## src/hw/rtl/sle_pkg.sv

```systemverilog
// ----------------------------------------------------------------------------
// sle_pkg
// Shared types and constants for the serial line editor with echo.
// ----------------------------------------------------------------------------
package sle_pkg;

	localparam int LINE_CAPACITY_DEF = 32;
	localparam int CNT_W             = 6;   // holds any capacity up to 63
	localparam int BYTE_W            = 8;

	localparam logic [BYTE_W-1:0] CH_LF = 8'h0A;
	localparam logic [BYTE_W-1:0] CH_CR = 8'h0D;
	localparam logic [BYTE_W-1:0] CH_BS = 8'h08;

	localparam logic CMD_RX   = 1'b0;
	localparam logic CMD_READ = 1'b1;

	typedef enum logic [1:0] {
		KIND_ECHO = 2'd0,
		KIND_LINE = 2'd1,
		KIND_NONE = 2'd2,
		KIND_END  = 2'd3
	} kind_t;

	typedef enum logic [1:0] {
		ST_IDLE,
		ST_ECHO_LF,
		ST_READ,
		ST_END
	} state_t;

	// store access request from the controller
	typedef struct packed {
		logic              we;
		logic [CNT_W-1:0]  waddr;
		logic [BYTE_W-1:0] wdata;
		logic              re;
		logic [CNT_W-1:0]  raddr;
	} mem_req_t;

endpackage

```

## src/hw/rtl/sle_line_mem.sv

```systemverilog
// ----------------------------------------------------------------------------
// sle_line_mem
// Line store: one write port, one read port, registered read data.
// ----------------------------------------------------------------------------
module sle_line_mem #(
	parameter int LINE_CAPACITY = sle_pkg::LINE_CAPACITY_DEF
) (
	input  logic                      clk,
	input  sle_pkg::mem_req_t         req,
	output logic [sle_pkg::BYTE_W-1:0] rdata
);
	import sle_pkg::*;

	localparam int AW = (LINE_CAPACITY > 1) ? $clog2(LINE_CAPACITY) : 1;

	logic [BYTE_W-1:0] mem_q [LINE_CAPACITY];
	logic [BYTE_W-1:0] rdata_q;

	always_ff @(posedge clk) begin
		if (req.we) begin
			mem_q[req.waddr[AW-1:0]] <= req.wdata;
		end
		if (req.re) begin
			rdata_q <= mem_q[req.raddr[AW-1:0]];
		end
	end

	assign rdata = rdata_q;

endmodule

```

## src/hw/rtl/sle_ctrl.sv

```systemverilog
// ----------------------------------------------------------------------------
// sle_ctrl
// Line editing sequencer: count, ready flag, store access and result register.
// ----------------------------------------------------------------------------
module sle_ctrl #(
	parameter int LINE_CAPACITY = sle_pkg::LINE_CAPACITY_DEF
) (
	input  logic                       clk,
	input  logic                       arst_n,
	input  logic                       start,
	output logic                       busy,
	input  logic                       cmd,
	input  logic [sle_pkg::BYTE_W-1:0] rx_byte,
	output logic                       strobe,
	output logic [1:0]                 out_kind,
	output logic [sle_pkg::BYTE_W-1:0] out_data,
	output logic                       last,
	output sle_pkg::mem_req_t          mem_req,
	input  logic [sle_pkg::BYTE_W-1:0] mem_rdata
);
	import sle_pkg::*;

	localparam logic [CNT_W-1:0] CAP = CNT_W'(LINE_CAPACITY);

	state_t            state_q, state_d;
	logic [CNT_W-1:0]  count_q, count_d;
	logic [CNT_W-1:0]  idx_q, idx_d;
	logic              ready_q, ready_d;
	logic              strobe_q, strobe_d;
	kind_t             kind_q, kind_d;
	logic [BYTE_W-1:0] data_q, data_d;
	logic              last_q, last_d;
	logic              accept;

	assign accept = start && (state_q == ST_IDLE);

	// next state
	always_comb begin
		state_d = state_q;
		case (state_q)
			ST_IDLE: begin
				if (accept) begin
					if (cmd == CMD_READ) begin
						if (ready_q && (count_q != '0)) state_d = ST_READ;
					end else if (!ready_q && (rx_byte == CH_CR)) begin
						state_d = ST_ECHO_LF;
					end
				end
			end
			ST_ECHO_LF: state_d = ST_IDLE;
			ST_READ: begin
				if (CNT_W'(idx_q + 1'b1) == count_q) state_d = ST_END;
			end
			ST_END:  state_d = ST_IDLE;
			default: state_d = ST_IDLE;
		endcase
	end

	// datapath and result loads
	always_comb begin
		count_d     = count_q;
		idx_d       = idx_q;
		ready_d     = ready_q;
		strobe_d    = 1'b0;
		kind_d      = kind_q;
		data_d      = data_q;
		last_d      = last_q;
		mem_req     = '0;
		case (state_q)
			ST_IDLE: begin
				if (accept) begin
					if (cmd == CMD_READ) begin
						if (!ready_q) begin
							strobe_d = 1'b1;
							kind_d   = KIND_NONE;
							data_d   = '0;
							last_d   = 1'b1;
						end else if (count_q == '0) begin
							strobe_d = 1'b1;
							kind_d   = KIND_END;
							data_d   = '0;
							last_d   = 1'b1;
							ready_d  = 1'b0;
						end else begin
							mem_req.re    = 1'b1;
							mem_req.raddr = '0;
							idx_d         = '0;
						end
					end else if (!ready_q) begin
						if (rx_byte == CH_CR) begin
							ready_d  = 1'b1;
							strobe_d = 1'b1;
							kind_d   = KIND_ECHO;
							data_d   = CH_CR;
							last_d   = 1'b0;
						end else if (rx_byte == CH_BS) begin
							if (count_q != '0) begin
								count_d  = count_q - 1'b1;
								strobe_d = 1'b1;
								kind_d   = KIND_ECHO;
								data_d   = CH_BS;
								last_d   = 1'b1;
							end
						end else if (rx_byte != CH_LF) begin
							if (count_q < CAP) begin
								mem_req.we    = 1'b1;
								mem_req.waddr = count_q;
								mem_req.wdata = rx_byte;
								count_d       = count_q + 1'b1;
								strobe_d      = 1'b1;
								kind_d        = KIND_ECHO;
								data_d        = rx_byte;
								last_d        = 1'b1;
							end
						end
					end
				end
			end
			ST_ECHO_LF: begin
				strobe_d = 1'b1;
				kind_d   = KIND_ECHO;
				data_d   = CH_LF;
				last_d   = 1'b1;
			end
			ST_READ: begin
				// read data for idx_q is valid now; fetch the next entry
				strobe_d      = 1'b1;
				kind_d        = KIND_LINE;
				data_d        = mem_rdata;
				last_d        = 1'b0;
				idx_d         = idx_q + 1'b1;
				mem_req.re    = 1'b1;
				mem_req.raddr = idx_q + 1'b1;
			end
			ST_END: begin
				strobe_d = 1'b1;
				kind_d   = KIND_END;
				data_d   = '0;
				last_d   = 1'b1;
				count_d  = '0;
				ready_d  = 1'b0;
			end
			default: ;
		endcase
		if ((state_q == ST_IDLE) && accept && (cmd == CMD_READ) && ready_q
				&& (count_q == '0)) begin
			count_d = '0;
		end
	end

	always_ff @(posedge clk or negedge arst_n) begin
		if (!arst_n) begin
			state_q  <= ST_IDLE;
			count_q  <= '0;
			idx_q    <= '0;
			ready_q  <= 1'b0;
			strobe_q <= 1'b0;
		end else begin
			state_q  <= state_d;
			count_q  <= count_d;
			idx_q    <= idx_d;
			ready_q  <= ready_d;
			strobe_q <= strobe_d;
		end
	end

	always_ff @(posedge clk) begin
		kind_q <= kind_d;
		data_q <= data_d;
		last_q <= last_d;
	end

	assign busy     = (state_q != ST_IDLE);
	assign strobe   = strobe_q;
	assign out_kind = kind_q;
	assign out_data = data_q;
	assign last     = last_q;

endmodule

```

## src/hw/rtl/serial_line_editor_with_echo_unit.sv

```systemverilog
// ----------------------------------------------------------------------------
// serial_line_editor_with_echo_unit
// Canonical line editor: stores received bytes, echoes them, hands over lines.
//
//   channel   handshake       payload
//   command   start / busy    cmd, rx_byte
//   result    strobe          out_kind, out_data, last
//
// Echo and no-line results appear the cycle after their beat; echo-only beats
// keep busy low. CR keeps busy high while the LF echo follows the CR echo.
// A read of a line keeps busy high through its bytes and the end marker, one
// store read per byte; its first line byte comes behind the store read and
// the result register. Reset clears the count, ready flag and sequencer, not the store.
// The receiver cannot stall: each result shows for exactly one cycle.
// ----------------------------------------------------------------------------
module serial_line_editor_with_echo_unit #(
	parameter int LINE_CAPACITY = sle_pkg::LINE_CAPACITY_DEF
) (
	input  logic                       clk,
	input  logic                       arst_n,
	input  logic                       start,
	output logic                       busy,
	input  logic                       cmd,
	input  logic [sle_pkg::BYTE_W-1:0] rx_byte,
	output logic                       strobe,
	output logic [1:0]                 out_kind,
	output logic [sle_pkg::BYTE_W-1:0] out_data,
	output logic                       last
);
	import sle_pkg::*;

	mem_req_t          mem_req;
	logic [BYTE_W-1:0] mem_rdata;

	sle_ctrl #(
		.LINE_CAPACITY(LINE_CAPACITY)
	) u_ctrl (
		.clk      (clk),
		.arst_n   (arst_n),
		.start    (start),
		.busy     (busy),
		.cmd      (cmd),
		.rx_byte  (rx_byte),
		.strobe   (strobe),
		.out_kind (out_kind),
		.out_data (out_data),
		.last     (last),
		.mem_req  (mem_req),
		.mem_rdata(mem_rdata)
	);

	sle_line_mem #(
		.LINE_CAPACITY(LINE_CAPACITY)
	) u_mem (
		.clk  (clk),
		.req  (mem_req),
		.rdata(mem_rdata)
	);

endmodule

```

## config.mk

```make
export PLATFORM = sky130hd
export DESIGN_NAME = serial_line_editor_with_echo_unit
export DESIGN_NICKNAME = d
export VERILOG_FILES = /design/src/hw/rtl/sle_pkg.sv /design/src/hw/rtl/sle_line_mem.sv /design/src/hw/rtl/sle_ctrl.sv /design/src/hw/rtl/serial_line_editor_with_echo_unit.sv
export SDC_FILE = /design/constraint.sdc
export NUM_CORES = 1
export LEC_CHECK = 0
export ABC_AREA = 1
export BUFFER_PORTS_ARGS = -buffer_cell sky130_fd_sc_hd__buf_2
export CORE_MARGIN = 1
export CORE_UTILIZATION = 50
export DETAILED_ROUTE_END_ITERATION = 16
export PLACE_DENSITY = 0.63
export REMOVE_ABC_BUFFERS = 1
export SETUP_SLACK_MARGIN = 0.4
export SYNTH_ARGS = -nofsm -noshare
export SYNTH_HDL_FRONTEND = slang
export SYNTH_SLANG_ARGS = --single-unit
```

## constraint.sdc

```tcl
create_clock -name clk -period 5.5 [get_ports clk]
set_clock_uncertainty 0.15 [all_clocks]
set_input_delay 1.1 -clock clk [delete_from_list [all_inputs] [get_ports clk]]
set_output_delay 1.1 -clock clk [all_outputs]
set_load 0.01 [all_outputs]
```

==> summary.md <==
| Metric | Value |
|---|---|
| Status | finished, final reports clean |
| CP startpoint kind | register |
| Leading cell type in the layout, fill and taps excluded | nand2_1 |
| Row cnt | slightly below 60 |
| Mapped Area | roughly 13000 um2 |
| Final Max Tran Viols | 0 |
| Filler Cell Count | roughly 2200 |
| Dpl ws | 1620 ps |
| Post-synth EDFFs | around 280 |
| Most frequent cells in the layout | 288 x nand2_1, 275 x edfxtp_1, 199 x nand3_1 |
| Clock network power share | approximately two fifths |
| Largest net degree at the start of global routing | a little over 70 |
| Worst EP required | roughly 5800 ps |
| CTS tree | yes |
| Final setup violating endpoints | 0 |
| Unrepaired setup endpoints after global routing | no |
| Placer Congestion | slightly above 0.9 |
| Post-placement cell area | roughly 14000 um2 |
| Dpl hpwl | around 20000 um |
| First-pass GRT wire length | between 40000 and 50000 um |
| Max-Cap Viols | 0 |
| Full die area | 27200 um2 |
| Detail Route Antenna Nets | 0 |
| Syn Area/Cell | between 10 and 15 um2 |
| DRC violations left | 0 |
| Drt pass-1 iters | 7 |
| Period utilisation layout | a little over three fifths |
| Top delay family on crit path | simple AND/OR/NAND/NOR gates |
| Buffers on Ports | 24 |
| Sequential fraction of the synthesis area | roughly two thirds |
| CTS clk-pin slew, worst paths | approximately 70 ps |
| # resized after CTS | 0 |
| Clk_lat worst skew | 560 ps |
| Crit path kind | register to register |
| Die H | 165 um |
| Postcts setup bufs | 0 |
| DR WL/cell | approximately 18 um |
| Hold slack | 316 ps |
| WL final | about 31000 um |
| Tightest Pin Transition | ~1200 ps |
| Fin Setup TNS | 0 ps |
| Final core utilization | ~57% |
| Core ar. | between 20000 and 30000 um2 |
| Initial Util | between 50% and 60% |
| Setup slack after layout | roughly 2100 ps |
| Peak supply drop | approximately 0.34 mV |
| Final Hold Fails | 0 |
| Total CTS buffers | 30 |
| Switching power total | between 1 and 1.5 mW |
| Netlist cell types | 32 |
| H-tree Lvls | 1 |
| Cell area after layout | around 15000 um2 |
| Root buf cell | clkbuf_16 |
| Sequential Power Share | 46.9% |
| Critical Path Sink Type | register |
| Worst min path class | input port to asynchronous set/reset pin |
| P_int | 4.14 mW |
| # nets final | about 1400 |
| Vias in the first global route | 8430 |
| Gate Count Post-Synth | ~1300 |
| CTS Buffer Depth | 3 |
| Sw Ratio | approximately a quarter |
| Share of cells above drive strength 1 | under 10% |
| Vias | around 9000 |
| Slowest-stage cell, CP | nor2_4 |
| Yosys warning total | 0 |
| Die X | 165 um |
| Static leakage | roughly 6.2 nW |
| Ant. Diodes | 0 |
| Initial antenna violation count | 0 |
| Relative slew slack | about a fifth |
| Crit-path max FO | 33 |
| Critical Path AT | around 3700 ps |
| Area grow syn2layout | 11.7% |
| Synth Flop Type | edfxtp_1 |
| Crit-path cells | ha_1 -> inv_1 -> nand2_1 -> nand2_1 -> nor2_4 -> inv_1 -> buf_4 -> nand3_1 -> nand3_1 -> nand2_1 -> nand2_1 -> nand2_1 |
| Total GRT Usage | a little under a quarter |
| I/O pins | 25 |
| Synth Register Bits | between 200 and 300 |
| Pwr dens | 374 nW/um2 |
| Max Freq | between 200 and 300 MHz |
| CTS sink count | roughly 290 |
| Detailed Route Iter0 Violations | between 800 and 900 |
| Critical path's most frequent cell | nand2_1 |
| Buf+Inv Stages, Crit Path | 3 |
| Vias per Instance | around 5.3 |
| Crit path largest cell delay | approximately 670 ps |
| Comb power frac | between 10% and 20% |
| Min cycle time layout | between 3000 and 4000 ps |
| Ys async rst share | around 5.5% |
| GRT overflow | 0 |
| Hold-fix buffers at CTS | 0 |
-- sequential cells by signal (all words and copies together) (netlist names), 2 cells and up --
| register | cells |
|---|---|
| u_ctrl.out_kind | 2 |
| u_ctrl.state_q | 2 |
| u_ctrl.idx_q | 6 |
| u_ctrl.out_data | 8 |
| u_mem.mem_q | 256 |
| u_ctrl.count_q | 6 |
| u_mem.rdata | 8 |
-- through the flow --
| stage | cells | power (mW) |
|---|---|---|
| global route | 1697 | 5.74 |
| detailed placement | 1641 | 3.30 |
| CTS | 1697 | 5.55 |
| finish | 1697 | 5.53 |
| global placement | 1641 | 3.29 |
| floorplan | 1266 | 3.08 |
-- cells in the mapped netlist (2+ instances only) --
master    instances  area share, %
nand2_1         288            8.2
edfxtp_1        275             62
nand3_1         200            7.6
inv_1           195            5.5
nor2_1          151            4.3
o21ai_0          64            2.4
buf_2            31            1.2
dfrtp_1          16            3.0
a21oi_1          10           0.38
buf_4             9           0.51
clkbuf_1          9           0.25
nor3_1            9           0.34
nand3b_1          8           0.45
nand2_2           7           0.33
ha_1              5           0.47
inv_2             5           0.14
nand4_1           5           0.24
nor2_4            5           0.42
o21ai_2           5           0.33
buf_6             3           0.25
nand3_2           3           0.23
xor2_1            3           0.20
buf_1             2          0.057
nor2_8            2           0.30
nor3_2            2           0.15
o211ai_1          2           0.11
-- path summary, 6_finish.rpt --
kind | cells past startpoint | from | to | slack (ps)
max reg2reg | 12 | u_ctrl.idx_q[0]$_DFFE_PN0P_ | u_mem.rdata[5]$_DFFE_PP_ | 2050
min reg2reg | 2 | u_mem.rdata[2]$_DFFE_PP_ | u_ctrl.out_data[2]$_DFFE_PP_ | 400
max | 12 | u_ctrl.idx_q[0]$_DFFE_PN0P_ | u_mem.rdata[5]$_DFFE_PP_ | 2050
max in group asynchronous | 1 | arst_n | u_ctrl.state_q[1]$_DFFE_PN0P_ | 4580
min in group clk | 2 | u_mem.rdata[2]$_DFFE_PP_ | u_ctrl.out_data[2]$_DFFE_PP_ | 400
min | 1 | arst_n | u_ctrl.ready_q$_DFFE_PN0P_ | 320
-- power by group through the flow --
stage | Clock (mW) | Sequential [mW] | Combinational [mW]
2_1_floorplan | 0 | 2.62 | 0.458
3_3_place_gp | 0 | 2.64 | 0.650
3_5_place_dp | 0 | 2.64 | 0.655
4_1_cts | 2.30 | 2.60 | 0.659
5_1_grt | 2.39 | 2.60 | 0.746
6_report | 2.28 | 2.60 | 0.661
-- kinds of logic after synthesis --
kind of cell / synth area share (%)
xor+xnor: 0.198
flops: 65.3
fa+ha+maj: 0.623
simple gates: 22.5
buf+inv: 7.94
compound gates: 3.42
-- worst reg2reg max path, cell delays in order (launching register included) --
cell     delay (ps)
dfrtp_1         480
ha_1            290
inv_1            60
nand2_1          80
nand2_1         100
nor2_4          670
inv_1           570
buf_4           370
nand3_1         180
nand3_1         140
nand2_1         100
nand2_1          50
nand2_1          70
-- cell type report --
cell class | instances | area, um2 | share of cell area (%)
Clock inverter | 25 | 352 | 2.38
Multi-Input combinational cell | 774 | 3600 | 24.3
Timing Repair Buffer | 40 | 240 | 1.62
Sequential cell | 291 | 8660 | 58.5
Clock buffer | 31 | 776 | 5.24
Tap cell | 335 | 419 | 2.83
Inverter | 201 | 754 | 5.10
-- layer usage --
| metal | vias to the layer above | global-route usage, % | part of all wire (%) |
|---|---|---|---|
| met2 | 339 | 36.8 | 45 |
| met5 | - | 0 | 0 |
| li1 | 4392 | - | - |
| met1 | 4185 | 34.5 | 45 |
| met4 | 0 | 7.01 | 2.2 |
| met3 | 54 | 3.39 | 7.2 |
No activity file was read; power rests on OpenSTA's default activity.
